--- config.mk ---
export PLATFORM = sky130hd
export DESIGN_NAME = caseless_word_start_search_core
export DESIGN_NICKNAME = d
export VERILOG_FILES = /design/src/cwss_pkg.sv /design/src/caseless_word_start_search_core.sv /design/src/cwss_match.sv
export VERILOG_INCLUDE_DIRS = /design/src /design/src/src
export SDC_FILE = /design/constraint.sdc
export NUM_CORES = 1
export LEC_CHECK = 0
export ABC_CLOCK_PERIOD_IN_PS = 9000
export BUFFER_PORTS_ARGS = -buffer_cell sky130_fd_sc_hd__buf_2
export CORE_MARGIN = 3
export CORE_UTILIZATION = 44
export CTS_BUF_LIST = sky130_fd_sc_hd__clkbuf_8
export CTS_CLUSTER_DIAMETER = 200
export DETAILED_ROUTE_END_ITERATION = 8
export MAX_ROUTING_LAYER = met4
export SYNTH_ARGS = -nofsm -noshare
export SYNTH_HDL_FRONTEND = slang
export SYNTH_SLANG_ARGS = --single-unit
export TNS_END_PERCENT = 50
--- constraint.sdc ---
create_clock -name clk -period 9 [get_ports clk]
set_input_delay 0.45 -clock clk [delete_from_list [all_inputs] [get_ports clk]]
set_output_delay 0.45 -clock clk [all_outputs]
set_load 0.005 [all_outputs]
--- src/caseless_word_start_search_core_assert.svh ---
// Assertion macros shared by the caseless word-start search RTL.
`ifndef CASELESS_WORD_START_SEARCH_CORE_ASSERT_SVH
`define CASELESS_WORD_START_SEARCH_CORE_ASSERT_SVH

// Consequent holds in the same cycle as the antecedent.
`define CWSS_ASSERT_NOW(label, ante, cons, msg) \
	label: assert property (@(posedge clk) disable iff (!arst_n) (ante) |-> (cons)) \
		else $error(msg);

// Consequent holds in the cycle after the antecedent.
`define CWSS_ASSERT_NEXT(label, ante, cons, msg) \
	label: assert property (@(posedge clk) disable iff (!arst_n) (ante) |=> (cons)) \
		else $error(msg);

`endif

--- src/cwss_pkg.sv ---
// Shared types, constants and helpers for the caseless word-start search.
`default_nettype none

package cwss_pkg;

	localparam int WINDOW     = 16;
	localparam int MAX_TARGET = 16;
	localparam int LEN_CAP    = (MAX_TARGET < WINDOW) ? MAX_TARGET : WINDOW;
	localparam int LEN_W      = 5;
	localparam int POS_W      = 16;
	localparam int CFG_W      = 64;
	localparam int ADDR_W     = 5;

	localparam logic [7:0] SEP_LIMIT     = 8'd32;
	localparam logic [7:0] ASCII_LOWER_A = 8'h61;
	localparam logic [7:0] ASCII_LOWER_Z = 8'h7A;
	localparam logic [7:0] CASE_OFFSET   = 8'd32;

	localparam logic [POS_W-1:0] COUNT_MAX = '1;

	typedef logic [7:0] byte_t;
	typedef logic [WINDOW-1:0][7:0] window_t;
	typedef logic [1:0] reg_idx_t;

	localparam reg_idx_t REG_TARGET_LENGTH = 2'd0;
	localparam reg_idx_t REG_TARGET_LOW    = 2'd1;
	localparam reg_idx_t REG_TARGET_HIGH   = 2'd2;

	// Window contents handed from the shift stage to the compare logic.
	typedef struct packed {
		window_t             win;
		logic [WINDOW-1:0]   marks;
	} scan_t;

	function automatic byte_t fold(input byte_t c);
		return (c >= ASCII_LOWER_A && c <= ASCII_LOWER_Z) ? c - CASE_OFFSET : c;
	endfunction

endpackage

`default_nettype wire

--- src/caseless_word_start_search_core.sv ---
// An end_of_text item is registered in the shift stage; its result then goes to the result register.
// Throughput: one text item per cycle; the only stall comes from a held result.
// The window compare is combinational, between the shift stage and the result register.
// Reset clears the position counter, the found state, the target registers and all valid flags; no clearing pass.
// After each end_of_text item the scan state starts over for the next text.
`default_nettype none

`include "caseless_word_start_search_core_assert.svh"

module caseless_word_start_search_core (
	input  wire logic                             clk,
	input  wire logic                             arst_n,
	// configuration port
	input  wire logic                             psel,
	input  wire logic                             penable,
	input  wire logic                             pwrite,
	input  wire logic [cwss_pkg::ADDR_W-1:0]      paddr,
	input  wire logic [cwss_pkg::CFG_W-1:0]       pwdata,
	output logic      [cwss_pkg::CFG_W-1:0]       prdata,
	output logic                                  pready,
	// text channel
	input  wire logic                             text_valid,
	output logic                                  text_stall,
	input  wire logic [7:0]                       text_byte,
	input  wire logic                             end_of_text,
	// result channel
	output logic                                  result_valid,
	input  wire logic                             result_stall,
	output logic                                  match_found,
	output logic      [cwss_pkg::POS_W-1:0]       match_position,
	output logic      [cwss_pkg::LEN_W-1:0]       match_length
);

	// ---------------- configuration registers ----------------
	logic [cwss_pkg::LEN_W-1:0] target_length_q;
	logic [cwss_pkg::CFG_W-1:0] target_low_q;
	logic [cwss_pkg::CFG_W-1:0] target_high_q;
	cwss_pkg::reg_idx_t         reg_idx;
	logic                       cfg_write;

	assign pready    = 1'b1;
	assign reg_idx   = paddr[4:3];
	assign cfg_write = psel && penable && pwrite && pready;

	always_ff @(posedge clk or negedge arst_n) begin
		if (!arst_n) begin
			target_length_q <= '0;
			target_low_q    <= '0;
			target_high_q   <= '0;
		end else if (cfg_write) begin
			unique case (reg_idx)
				cwss_pkg::REG_TARGET_LENGTH: target_length_q <= pwdata[cwss_pkg::LEN_W-1:0];
				cwss_pkg::REG_TARGET_LOW:    target_low_q    <= pwdata;
				cwss_pkg::REG_TARGET_HIGH:   target_high_q   <= pwdata;
				default: ;
			endcase
		end
	end

	always_comb begin
		unique case (reg_idx)
			cwss_pkg::REG_TARGET_LENGTH:
				prdata = {{(cwss_pkg::CFG_W-cwss_pkg::LEN_W){1'b0}}, target_length_q};
			cwss_pkg::REG_TARGET_LOW:  prdata = target_low_q;
			cwss_pkg::REG_TARGET_HIGH: prdata = target_high_q;
			default:                   prdata = '0;
		endcase
	end

	logic [cwss_pkg::LEN_W-1:0] eff_len;
	cwss_pkg::window_t          target;

	assign eff_len = (target_length_q > cwss_pkg::LEN_W'(cwss_pkg::LEN_CAP)) ?
		cwss_pkg::LEN_W'(cwss_pkg::LEN_CAP) : target_length_q;
	assign target  = {target_high_q, target_low_q};

	// ---------------- handshake ----------------
	logic valid_s1;
	logic last_s1;
	logic out_free;
	logic s1_move;
	logic text_take;
	logic proc;

	assign out_free   = !result_valid || !result_stall;
	assign s1_move    = !last_s1 || out_free;
	assign text_stall = valid_s1 && !s1_move;
	assign text_take  = text_valid && !text_stall;
	assign proc       = valid_s1 && s1_move;

	// ---------------- shift stage ----------------
	cwss_pkg::scan_t            scan_s1;
	logic [cwss_pkg::POS_W-1:0] cnt_s1;
	logic [cwss_pkg::POS_W-1:0] ctr_q;
	logic                       prev_sep_q;
	logic                       fresh_q;
	cwss_pkg::scan_t            base;
	cwss_pkg::scan_t            scan_next;
	logic                       sep;

	// A fresh text shifts in from an empty window.
	assign base = fresh_q ? '0 : scan_s1;
	assign sep  = text_byte <= cwss_pkg::SEP_LIMIT;

	always_comb begin
		scan_next.win   = {base.win[cwss_pkg::WINDOW-2:0], text_byte};
		scan_next.marks = {base.marks[cwss_pkg::WINDOW-2:0], !sep && prev_sep_q};
	end

	always_ff @(posedge clk or negedge arst_n) begin
		if (!arst_n) begin
			valid_s1   <= 1'b0;
			fresh_q    <= 1'b1;
			ctr_q      <= '0;
			prev_sep_q <= 1'b1;
		end else begin
			if (text_take) begin
				valid_s1 <= 1'b1;
				fresh_q  <= end_of_text;
				if (end_of_text) begin
					ctr_q      <= '0;
					prev_sep_q <= 1'b1;
				end else begin
					ctr_q      <= (ctr_q == cwss_pkg::COUNT_MAX) ? ctr_q : ctr_q + 1'b1;
					prev_sep_q <= sep;
				end
			end else if (proc) begin
				valid_s1 <= 1'b0;
			end
		end
	end

	always_ff @(posedge clk) begin
		if (text_take) begin
			scan_s1 <= scan_next;
			cnt_s1  <= ctr_q;
			last_s1 <= end_of_text;
		end
	end

	// ---------------- compare and result stage ----------------
	logic                       hit;
	logic                       take_hit;
	logic                       found_q;
	logic [cwss_pkg::POS_W-1:0] found_off_q;
	logic [cwss_pkg::POS_W-1:0] hit_off;

	cwss_match u_match (
		.scan   (scan_s1),
		.target (target),
		.len    (eff_len),
		.hit    (hit)
	);

	assign take_hit = !found_q && (cnt_s1 != cwss_pkg::COUNT_MAX) && hit;
	assign hit_off  = (eff_len == '0) ? cnt_s1 :
		cnt_s1 - cwss_pkg::POS_W'(eff_len) + 1'b1;

	always_ff @(posedge clk or negedge arst_n) begin
		if (!arst_n) begin
			found_q      <= 1'b0;
			found_off_q  <= '0;
			result_valid <= 1'b0;
		end else begin
			if (proc) begin
				if (last_s1) begin
					found_q     <= 1'b0;
					found_off_q <= '0;
				end else if (take_hit) begin
					found_q     <= 1'b1;
					found_off_q <= hit_off;
				end
			end
			if (proc && last_s1) begin
				result_valid <= 1'b1;
			end else if (!result_stall) begin
				result_valid <= 1'b0;
			end
		end
	end

	always_ff @(posedge clk) begin
		if (proc && last_s1) begin
			match_found    <= found_q || take_hit;
			match_position <= found_q ? found_off_q : (take_hit ? hit_off : '0);
			match_length   <= (found_q || take_hit) ? eff_len : '0;
		end
	end

	// ---------------- assertions ----------------
	`CWSS_ASSERT_NOW(a_empty_result, result_valid && !match_found,
		match_position == '0 && match_length == '0, "empty result carries data")
	`CWSS_ASSERT_NOW(a_len_cap, result_valid,
		match_length <= cwss_pkg::LEN_W'(cwss_pkg::LEN_CAP), "result length above cap")
	`CWSS_ASSERT_NEXT(a_restart, proc && last_s1,
		!found_q && result_valid, "scan state not restarted after end of text")
	`CWSS_ASSERT_NEXT(a_fresh, text_take && end_of_text,
		fresh_q && ctr_q == '0, "next text does not start empty")

endmodule

`default_nettype wire

--- src/cwss_match.sv ---
// Caseless compare of the recent-byte window against the target at a word start.
`default_nettype none

module cwss_match (
	input  wire cwss_pkg::scan_t              scan,
	input  wire cwss_pkg::window_t            target,
	input  wire logic [cwss_pkg::LEN_W-1:0]   len,
	output logic                              hit
);

	logic [cwss_pkg::WINDOW-1:0] eq;
	logic [3:0]                  start_idx;

	// Byte k of the target lines up with the byte (len-1-k) steps back.
	always_comb begin
		for (int k = 0; k < cwss_pkg::WINDOW; k++) begin
			logic [3:0] idx;
			idx = 4'(len - 5'(k) - 5'd1);
			eq[k] = (5'(k) >= len) ||
				(cwss_pkg::fold(scan.win[idx]) == cwss_pkg::fold(target[k]));
		end
	end

	assign start_idx = 4'(len - 5'd1);

	always_comb begin
		if (len == '0) begin
			hit = scan.marks[0];
		end else begin
			hit = scan.marks[start_idx] && (&eq);
		end
	end

endmodule

`default_nettype wire

Word-level counts from Yosys, hierarchy flattened
Cells that the tools add are included.

Bits in registers: 353. Output and inout port bits: 89. Input port bits: 85.

Eq/ne operators: 22. Reductions and logical operators: 78. Add/sub/neg operators: 65. Mux-type cells: 83. Magnitude comparators: 98.

Operators with widths (number): 8-bit binary-select mux with 4-bit select (16); 8-bit two-way mux (48); 8-bit by 7-bit >= comparator with 1-bit output (second input constant) (32); 8-bit by 7-bit <= comparator with 1-bit output (second input constant) (32); 8-bit by 6-bit subtractor with 8-bit output (second input constant) (32); 64-bit one-hot mux with 3 select lines (1); 8-bit == test (16); 16-bit two-way mux (7); 4-bit by 5-bit less-than comparator with 1-bit output (second input constant) (16); 4-bit by 1-bit subtractor with 4-bit output (second input constant) (16); 1-bit logical AND (42); 4-bit by 5-bit >= comparator with 1-bit output (first input constant) (8); 16-bit by 1-bit adder with 16-bit output (second input constant) (2); 4-bit subtractor (second input constant) (8); 3-bit by 5-bit >= comparator with 1-bit output (first input constant) (4); 1-bit logical OR (19); 16-bit == test (second input constant) (1); 16-bit != test (second input constant) (1); 16-bit AND reduction (1); 16-bit by 5-bit subtractor with 16-bit output (1); 4-bit by 3-bit subtractor with 4-bit output (second input constant) (4); 1-bit by 5-bit >= comparator with 1-bit output (first input constant) (2); 2-bit by 5-bit >= comparator with 1-bit output (first input constant) (2); 2-bit AND reduction (5); other kinds (14) (30).

Depth between registers and ports, before layout
Gate-level depths: netlist (run 1).

Word-level depth: 17. Mapped depth: 32.

Hierarchy
Synthesis (run 1) repeated with hierarchy kept, for this count alone.

Cells, all modules: 2358. Area, all modules: 28561.1 µm².

By module, submodules not included: caseless_word_start_search_core (area an instance 14961.8 µm², times used 1, seq. area each 9751.9 µm², cells an instance 1070); cwss_match (area an instance 13599.3 µm², times used 1, seq. area each 0.0 µm², cells an instance 1288).

Worst setup path before layout (run 1)
No wires, ideal clock.

Path kind: reg2reg. Start point: register target_length_q[1] (netlist name). End point: register found_off_q[11] (netlist name). Slack: 2.496 ns. Clock period less this slack: 6.504 ns. Path buffers: 11. Library setup time: 0.104 ns. Required time: 8.896 ns. Arrival time: 6.401 ns. Cell stages (with the launch flop): 30. Cells stage by stage: dfrtp_1 > buf_2 > buf_4 > nor2b_1 > inv_1 > buf_2 > buf_1 > clkbuf_1 > buf_1 > ha_1 > buf_2 > buf_4 > buf_4 > mux2i_1 > mux2_2 > mux2_2 > mux2i_4 > inv_1 > ha_1 > o21ai_0 > a2111o_1 > a211o_1 > o41ai_1 > o21ai_0 > nor4b_1 > nand4_1 > and2_1 > buf_2 > buf_6 > o311ai_1.

Word-level cells in the longest chain between the ends: 17.

RTL lines: from (decl) (line caseless_word_start_search_core.sv:35) `logic [cwss_pkg::LEN_W-1:0] target_length_q;`; from (signal assigned) (line caseless_word_start_search_core.sv:52) `cwss_pkg::REG_TARGET_LENGTH: target_length_q <= pwdata[cwss_pkg::LEN_W-1:0];`; 5-bit greater-than comparator (line caseless_word_start_search_core.sv:73) `assign eff_len = (target_length_q > cwss_pkg::LEN_W'(cwss_pkg::LEN_CAP)) ?`; 5-bit two-way mux * (line caseless_word_start_search_core.sv:73); 4-bit by 1-bit subtractor with 4-bit output, or another cell as far along (line cwss_match.sv:18, cwss_match.sv:24); 4-bit by 1-bit subtractor with 4-bit output (line cwss_match.sv:18) `idx = 4'(len - 5'(k) - 5'd1);`; 8-bit binary-select mux with 4-bit select (line cwss_match.sv:20) `(cwss_pkg::fold(scan.win[idx]) == cwss_pkg::fold(target[k]));`; 8-bit two-way mux (implied by the code) (line cwss_match.sv:20); 8-bit by 7-bit >= comparator with 1-bit output or 8-bit by 7-bit <= comparator with 1-bit output (tied branches) (line cwss_pkg.sv:36) `return (c >= ASCII_LOWER_A && c <= ASCII_LOWER_Z) ? c - CASE_OFFSET : c;`; 1-bit logical AND (line cwss_pkg.sv:36); 8-bit two-way mux (line cwss_pkg.sv:36); 8-bit == test (line cwss_match.sv:20); 1-bit logical OR (line cwss_match.sv:19) `eq[k] = (5'(k) >= len) ||`; 16-bit AND reduction (line cwss_match.sv:30) `hit = scan.marks[start_idx] && (&eq);`; 1-bit logical AND (line cwss_match.sv:30); 1-bit two-way mux (line cwss_match.sv:27) `if (len == '0) begin`; 1-bit logical AND (line caseless_word_start_search_core.sv:155) `assign take_hit = !found_q && (cnt_s1 != cwss_pkg::COUNT_MAX) && hit;`; 2-bit nonzero test (no line); 2-bit AND reduction (no line); to (signal assigned) (line caseless_word_start_search_core.sv:171) `found_off_q <= hit_off;`; to (decl) (line caseless_word_start_search_core.sv:145) `logic [cwss_pkg::POS_W-1:0] found_off_q;`.

Mark *: on every way between the ends. The rest lies on a longest branch, timed or not. The select of a mux whose other input is x is not followed. A chain may end at the register's enable or synchronous reset.

Worst setup path in the final report (run 1)
Start point: register target_length_q[4] (netlist name). End point: register found_off_q[1] (netlist name).

Same word-level chain as after synthesis.

==> out/metrics.cfg, run 1 <==
[outcome]
run_status=complete, no violations

[synth]
postSynthRegisterBits=353
synth_nets=3566
synthCells=3419
synthDominantAreaCellType=sky130_fd_sc_hd__edfxtp_1
share_of_yosys_cell_area_claimed_by_the_top_area_cell_type_pct=17.44
cell_types_with_the_highest_counts_after_synthesis=sky130_fd_sc_hd__nand2_1 (351), sky130_fd_sc_hd__mux2i_1 (327), sky130_fd_sc_hd__nor2_1 (186), sky130_fd_sc_hd__edfxtp_1 (183), sky130_fd_sc_hd__o21ai_0 (171)
ys_async_sr_fraction_pct=48.16
post-synth-top-count-cell=sky130_fd_sc_hd__nand2_1
synthFlopType=sky130_fd_sc_hd__edfxtp_1
syn_avg_cell_area_sq_um=9.214
synth_edf_count=183
yosysUniqueCellTypes=98
synthesized_area_sq_mm=0.03150
synth.yosys.seq_area_share_pct=30.96
yosysWarnings=0
yosys-top-cells-area=sky130_fd_sc_hd__edfxtp_1 (17%), sky130_fd_sc_hd__dfrtp_1 (13%), sky130_fd_sc_hd__mux2i_1 (10%)

[sta]
clock-skew-final_ns=0.04455
timing.max_slew.rel_slack_pct=8.877
report.final.setup_viol=0
maxSlewViolCount=0
rsz_0062_raised_after_global_routing=no
min_period_ns=8.033
transition_time_at_the_pin_with_the_least_slew_margin_ns=1.362
period_share_pct=89.25
number_of_endpoints_with_negative_hold_slack_in_the_final_report=0
maximum_clock_frequency_mhz=124.5
timing.setup.tns_ns=0

[clock_tree]
tritoncts=yes
clk-insertion-delay-late_ns=0.71
post_cts.resized_instances=0
cts.path.max_buffers=3
clkSinkCount=353
ctsRootBufferMaster=sky130_fd_sc_hd__clkbuf_8
worst_setup_hold_path_clk_slew_ns=0.06
cts_setup_buffers=0
h-tree-depth=3
tritoncts.num_buffers=69

[setup_path]
critical_path_fanout_max=76
worst_endpoint_data_arrival_time_ns=8.62
worstPathRequired_ns=9.59
setup.worst_path.start_class=register
worstSetupPathType=register to register
timing.critical_path.cells=nor2b_4, inv_2, ha_4, mux2i_1, o22ai_1, a221oi_1, and3_1, a31oi_1, or4_1, and3_1, or4_1, a211oi_1, buf_4, a211oi_1, nor4b_1, nand4_1, and2_1, o311ai_0
critical-path-max-stage-delay_ns=1.02
crit_slowest_cell=sky130_fd_sc_hd__ha_4
cp-end-kind=register

[grt]
grt_max_degree=87
grt_pass1_wl_microns=182400
number_of_antenna_violations_at_the_first_check_in_global_routing=1
gr-total-overflow=0
grtUsageTotal_pct=33.19
via_count_of_the_first_global_routing_pass=27811

[placed_design]
finalWeightedCongestion=1.041
placedCellCount=4366
port_buffers=169
dp_hpwl_microns=90360

[power]
power.share.combinational_pct=59.7
switchingPower_w=0.004985
power.share.switching_pct=48.42
report.power.total_w=0.01030
pwr_density_cell_mw_per_mm2=291.7
share_seq_of_total_power_pct=23.9
p_int_w=0.005311
power.leakage_nw=14.49
clkPwrFrac_pct=16.5
ir_worst_vdd_v=0.0001344

[route]
detail_route.iter0.violations=3425
routed_wl_microns=124100
drt-wirelength-per-cell_microns=27.27
detail_route.drc_violations=0
antenna_violating_nets_left=0
via_per_inst=6.554
drtPass1Iterations=7
route.vias.total=29826

[floorplan]
chip_height_microns=273.6
design.die.area_sq_mm=0.07484
top_level_ports=174
initial_core_util_pct=44.68
floorplan.core_area_sq_mm=0.07051
die_width_microns=273.6
fp-row-count=97

[cells_and_area]
layout-drive-gt1-share_pct=18.29
area_growth_syn_to_layout_pct=12.05
final_cell_count_no_fill=4551
final_nets=3703
layout.core_utilization_pct=50.06

[flow_run]
timing.max_cap.violations=0

[hold_path]
min_path_type=primary input to register

-- power by group through the flow --
stage	combinational (W)	sequential, W	clock, W
after detailed placement	0.00596	0.00247	0
final	0.00614	0.00246	0.00169
after floorplan	0.00436	0.00223	0
after global routing	0.00657	0.00249	0.00181
after global placement	0.00592	0.00246	0
after CTS	0.00600	0.00244	0.00173
-- cells in the final DEF (no fill, tap or decap), types with 59 or more instances in the layout --
cell	count
sky130_fd_sc_hd__nand2_1	351
sky130_fd_sc_hd__mux2i_1	320
sky130_fd_sc_hd__nor2_1	184
sky130_fd_sc_hd__edfxtp_1	183
sky130_fd_sc_hd__o21ai_0	171
sky130_fd_sc_hd__buf_2	168
sky130_fd_sc_hd__dfrtp_1	164
sky130_fd_sc_hd__mux2_2	157
sky130_fd_sc_hd__nor2b_1	136
sky130_fd_sc_hd__nand3_1	136
sky130_fd_sc_hd__a21oi_1	132
sky130_fd_sc_hd__inv_1	114
sky130_fd_sc_hd__buf_4	83
sky130_fd_sc_hd__xnor2_1	80
sky130_fd_sc_hd__mux4_2	78
sky130_fd_sc_hd__clkbuf_8	77
sky130_fd_sc_hd__a22o_1	76
sky130_fd_sc_hd__xor2_1	67
sky130_fd_sc_hd__ha_1	60
sky130_fd_sc_hd__dlygate4sd3_1	59
-- kinds of logic (layout without fill, tap and decap cells) --
group                      after synthesis  after routing  share of synthesized area, %
DFF                                    353            353                         30.96
other                                    1              4                       0.01190
AOI/OAI and AO/OA                      825            825                         18.26
and+or+nand+nor                       1110           1110                         17.53
adders and majority gates               62             62                         2.486
xor gates and xnor gates               151            151                         4.266
muxes                                  565            565                         21.77
buffers and inverters                  352            541                         4.726
-- cell type report --
class	count	area, sq um
repair buffers	312	2086
well taps	940	1176
clock inverters	46	359.1
fillers	6691	35210
inverters	106	405.4
clock buffers	77	1060
diodes	3	7.507
flip-flops and latches	353	9768
multi-input cells	2714	20440
-- per-stage QoR --
step | setup WS, ns | hold WS, ns | instance area, sq um
after floorplan | 2.496 | 0.1544 | 31500
after CTS | 1.096 | 0.0001030 | 35290
after global placement | 1.156 | 0.4697 | 33280
after detailed placement | 1.118 | 0.4760 | 33280
after global routing | 0.6309 | 0.002824 | 35300
final | 0.9674 | 0.01538 | 35300
-- path summary, 6_finish.rpt --
check,to,from,slack (ns),depth (start not counted)
setup / recovery,found_off_q[1]$_DFFE_PN0P_,target_length_q[4]$_DFFE_PN0P_,0.97,18
hold / removal,target_high_q[25]$_DFFE_PN0P_,pwdata[25],0.02,2
setup reg to reg,found_off_q[1]$_DFFE_PN0P_,target_length_q[4]$_DFFE_PN0P_,0.97,18
hold reg to reg,cnt_s1[15]$_DFFE_PP_,ctr_q[15]$_DFFE_PN0P_,0.46,0
min in group asynchronous,target_low_q[54]$_DFFE_PN0P_,arst_n,0.32,2
max in group asynchronous,target_length_q[4]$_DFFE_PN0P_,arst_n,6.69,4
-- state kept, by name, indices dropped and copies added, names as in the netlist, 16 cells and up --
name            flops
ctr_q              16
target_high_q      64
match_position     16
found_off_q        16
cnt_s1             16
target_low_q       64
scan_s1           144
-- critical path, delay by kind of cell, from the launching register on --
| kind | cells | cell delay [ns] |
|---|---|---|
| AND/OR/NAND/NOR | 8 | 3.22 |
| buffers and inverters | 2 | 0.37 |
| flip-flops | 1 | 0.71 |
| adder cells (fa/ha/maj) | 1 | 1.02 |
| AO/OA/AOI/OAI | 6 | 1.87 |
| multiplexers | 1 | 0.65 |
-- metal layers --
| metal | track usage, % | share of wire [%] |
|---|---|---|
| met1 | 43.57 | 41 |
| met2 | 48.67 | 43 |
| met3 | 7.152 | 9.8 |
| met4 | 15.87 | 5.8 |
| met5 | - | 0 |
-- repair_timing --
item | CTS | global route
hold buffers | 59 | 0
hold endpoints to repair | 167 | 0
setup endpoints to repair | 0 | 0
No activity file was read; power rests on OpenSTA's default activity.
==> inputs of run 2 (changes only) <==
--- a/config.mk
+++ b/config.mk
@@ -7,12 +7,12 @@
 export NUM_CORES = 1
 export LEC_CHECK = 0
 export ABC_CLOCK_PERIOD_IN_PS = 9000
-export BUFFER_PORTS_ARGS = -buffer_cell sky130_fd_sc_hd__buf_2
 export CORE_MARGIN = 3
 export CORE_UTILIZATION = 44
 export CTS_BUF_LIST = sky130_fd_sc_hd__clkbuf_8
 export CTS_CLUSTER_DIAMETER = 200
 export DETAILED_ROUTE_END_ITERATION = 8
+export DONT_BUFFER_PORTS = 1
 export MAX_ROUTING_LAYER = met4
 export SYNTH_ARGS = -nofsm -noshare
 export SYNTH_HDL_FRONTEND = slang
==> out/metrics.cfg, run 2 (same netlist as run 1, synthesis figures left out) <==
[route]
detail_route.iter0.violations=3429  ; +0.12%
detail_route.drc_violations=0  ; unchanged
routedLengthMet1_microns=53730  ; +5.6%
met3_length_microns=12220  ; about the same
route.vias.total=29859  ; +0.11%
antenna_violating_nets_left=0  ; unchanged
dr.max_layer_used=met4
via_per_inst=6.749  ; +3.0%
drtPass1Iterations=8  ; +1
routed_wire_length_on_met2_microns=60190  ; +12%
routed_wl_microns=133400  ; +7.5%
drt-wirelength-per-cell_microns=30.16  ; +11%

[floorplan]
top_level_ports=174  ; unchanged
design.die.area_sq_mm=0.07484  ; unchanged
die_width_microns=273.6  ; unchanged
chip_height_microns=273.6  ; unchanged
fp-row-count=97  ; unchanged
floorplan.core_area_sq_mm=0.07051  ; unchanged
initial_core_util_pct=44.68  ; unchanged

[sta]
period_share_pct=82.05  ; -7.2 points
rsz_0062_raised_after_global_routing=no
maxSlewViolCount=0  ; unchanged
transition_time_at_the_pin_with_the_least_slew_margin_ns=1.333  ; -0.02871 ns
fin_worst_hold_slack_ns=0.08780  ; +0.07242 ns
clock-skew-final_ns=0.04101  ; -0.003539 ns
maximum_clock_frequency_mhz=135.4  ; +8.8%
timing.setup.tns_ns=0  ; unchanged
number_of_endpoints_with_negative_hold_slack_in_the_final_report=0  ; unchanged
min_period_ns=7.385  ; -0.6481 ns
report.final.setup_viol=0  ; unchanged
timing.max_slew.rel_slack_pct=10.59  ; +1.7 points

[clock_tree]
cts.path.max_buffers=3  ; unchanged
cts_setup_buffers=0  ; unchanged
worst_setup_hold_path_clk_slew_ns=0.06  ; about the same
tritoncts.num_buffers=67  ; -2.9%
clk-insertion-delay-late_ns=0.71  ; about the same
tritoncts=yes
ctsRootBufferMaster=sky130_fd_sc_hd__clkbuf_8
clkSinkCount=353  ; unchanged
cts_hold_buf=78  ; +32%
post_cts.resized_instances=0  ; unchanged
h-tree-depth=3  ; unchanged

[cells_and_area]
layout-drive-gt1-share_pct=14.68  ; -3.6 points
layout.filler_cells=6594  ; -1.4%
layout.core_utilization_pct=49.35  ; -0.72 points
largest_registers=scan_s1 (144), target_high_q (64), target_low_q (64)
area_growth_syn_to_layout_pct=10.45
final_area_sq_mm=0.03480  ; -1.4%
most_common_library_cell_in_the_layout_ignoring_fill_and_taps=sky130_fd_sc_hd__nand2_1
largest_reg_flops=144  ; unchanged
final_nets=3573  ; -3.5%
registers.top_by_ff_count=scan_s1
mostFrequentLayoutCells=sky130_fd_sc_hd__nand2_1 (351), sky130_fd_sc_hd__mux2i_1 (320), sky130_fd_sc_hd__nor2_1 (184)

[placed_design]
finalWeightedCongestion=1.056  ; +1.4%
dp_hpwl_microns=99610  ; +10%
dpl_cell_area_sq_mm=0.03259  ; -2.1%
port_buffers=0  ; -100%

[hold_path]
hold_start=text_byte[5]
min_path_type=primary input to register
hold_path_depth=3  ; +1
worst_hold_path.endpoint=prev_sep_q$_DFFE_PN1P_

[power]
report.power.total_w=0.01047  ; +1.7%
switchingPower_w=0.005205  ; +4.4%
power.leakage_nw=13.97  ; -3.6%
ir_worst_vdd_v=0.0001694  ; +26%
clkPwrFrac_pct=16.1  ; -0.4 points
pwr_density_cell_mw_per_mm2=301.0  ; +3.2%
power.share.combinational_pct=60.3  ; +0.6 points
p_int_w=0.005269  ; -0.79%
share_seq_of_total_power_pct=23.6  ; -0.3 points
power.share.switching_pct=49.69  ; +1.3 points

[outcome]
run_status=complete, no violations

[grt]
via_count_of_the_first_global_routing_pass=28243  ; +1.6%
grt_pass1_wl_microns=193100  ; +5.8%
grt_max_degree=171  ; +97%
number_of_antenna_violations_at_the_first_check_in_global_routing=2  ; +1
grtUsageTotal_pct=35.60  ; +2.4 points
gr-total-overflow=0  ; unchanged

[setup_path]
worst_r2r_endpoint=found_off_q[0]$_DFFE_PN0P_
reg2reg_depth=16  ; -2
timing.critical_path.from=target_length_q[4]$_DFFE_PN0P_
setup.worst_path.start_class=register
worst_endpoint_data_arrival_time_ns=7.95  ; -0.67 ns
reg2reg_slack_ns=1.62  ; +0.65 ns
critical_path_fanout_max=38  ; -50%
worstSetupPathType=register to register
worstPathRequired_ns=9.57  ; -0.02 ns
cp-end-kind=register
worstReg2RegStart=target_length_q[4]$_DFFE_PN0P_

[flow_run]
timing.max_cap.violations=0  ; unchanged

==> run 2: layout make-up <==
class                      instances  area (sq um)  share of cell area [%]
timing repair buffer             184          1594                   4.581
tap                              940          1176                   3.380
inverter                         106         405.4                   1.165
clock inverter                    50         394.1                   1.133
clock buffer                      73          1005                   2.887
multi-input combinational       2714         20440                   58.76
sequential                       353          9767                   28.07
antenna                            4         10.01                 0.02877
==> run 2: worst max-delay path: stages (launching register included) <==
cell	delay (ns)
sky130_fd_sc_hd__dfrtp_4	0.70
sky130_fd_sc_hd__buf_4	0.37
sky130_fd_sc_hd__nor2_1	0.88
sky130_fd_sc_hd__mux2i_2	0.27
sky130_fd_sc_hd__mux4_2	0.44
sky130_fd_sc_hd__nor2_1	0.05
sky130_fd_sc_hd__a211oi_1	1.07
sky130_fd_sc_hd__nor3_1	0.28
sky130_fd_sc_hd__a31o_2	0.32
sky130_fd_sc_hd__a211o_1	0.26
sky130_fd_sc_hd__o41ai_1	0.37
sky130_fd_sc_hd__buf_4	0.23
sky130_fd_sc_hd__o21ai_0	0.10
sky130_fd_sc_hd__nor4b_1	0.32
sky130_fd_sc_hd__nand4_1	0.33
sky130_fd_sc_hd__and2_1	0.64
sky130_fd_sc_hd__o311ai_0	0.53
==> run 2: power by group through the flow <==
stage,sequential [W],combinational [W],clock (W)
after detailed placement,0.00248,0.00610,0
final,0.00247,0.00632,0.00168
after CTS,0.00245,0.00617,0.00172
after global placement,0.00246,0.00596,0
after floorplan,0.00223,0.00436,0
after global routing,0.00250,0.00670,0.00179
==> run 2: worst max path at each step <==
stage	endpoint	slack (ns)	depth (start not counted)
finish	found_off_q[0]$_DFFE_PN0P_	1.62	16
global route	found_off_q[3]$_DFFE_PN0P_	1.28	18
CTS	found_off_q[3]$_DFFE_PN0P_	1.70	17
detailed placement	found_off_q[3]$_DFFE_PN0P_	1.73	17
global placement	match_position[6]$_DFFE_PP_	1.91	17
floorplan	found_off_q[11]$_DFFE_PN0P_	2.50	29
==> run 2: metrics by stage <==
step                instances  worst slack, ns
floorplan                3419            2.496
global placement         4219            1.907
detailed placement       4219            1.730
CTS                      4420            1.696
global route             4423            1.278
finish                   4424            1.615
==> run 2: metal layers <==
metal	vias up	GRT usage (%)
li1	12975	-
met3	308	6.863
met5	-	-
met4	0	16.03
met1	14998	45.65
met2	1578	54.61
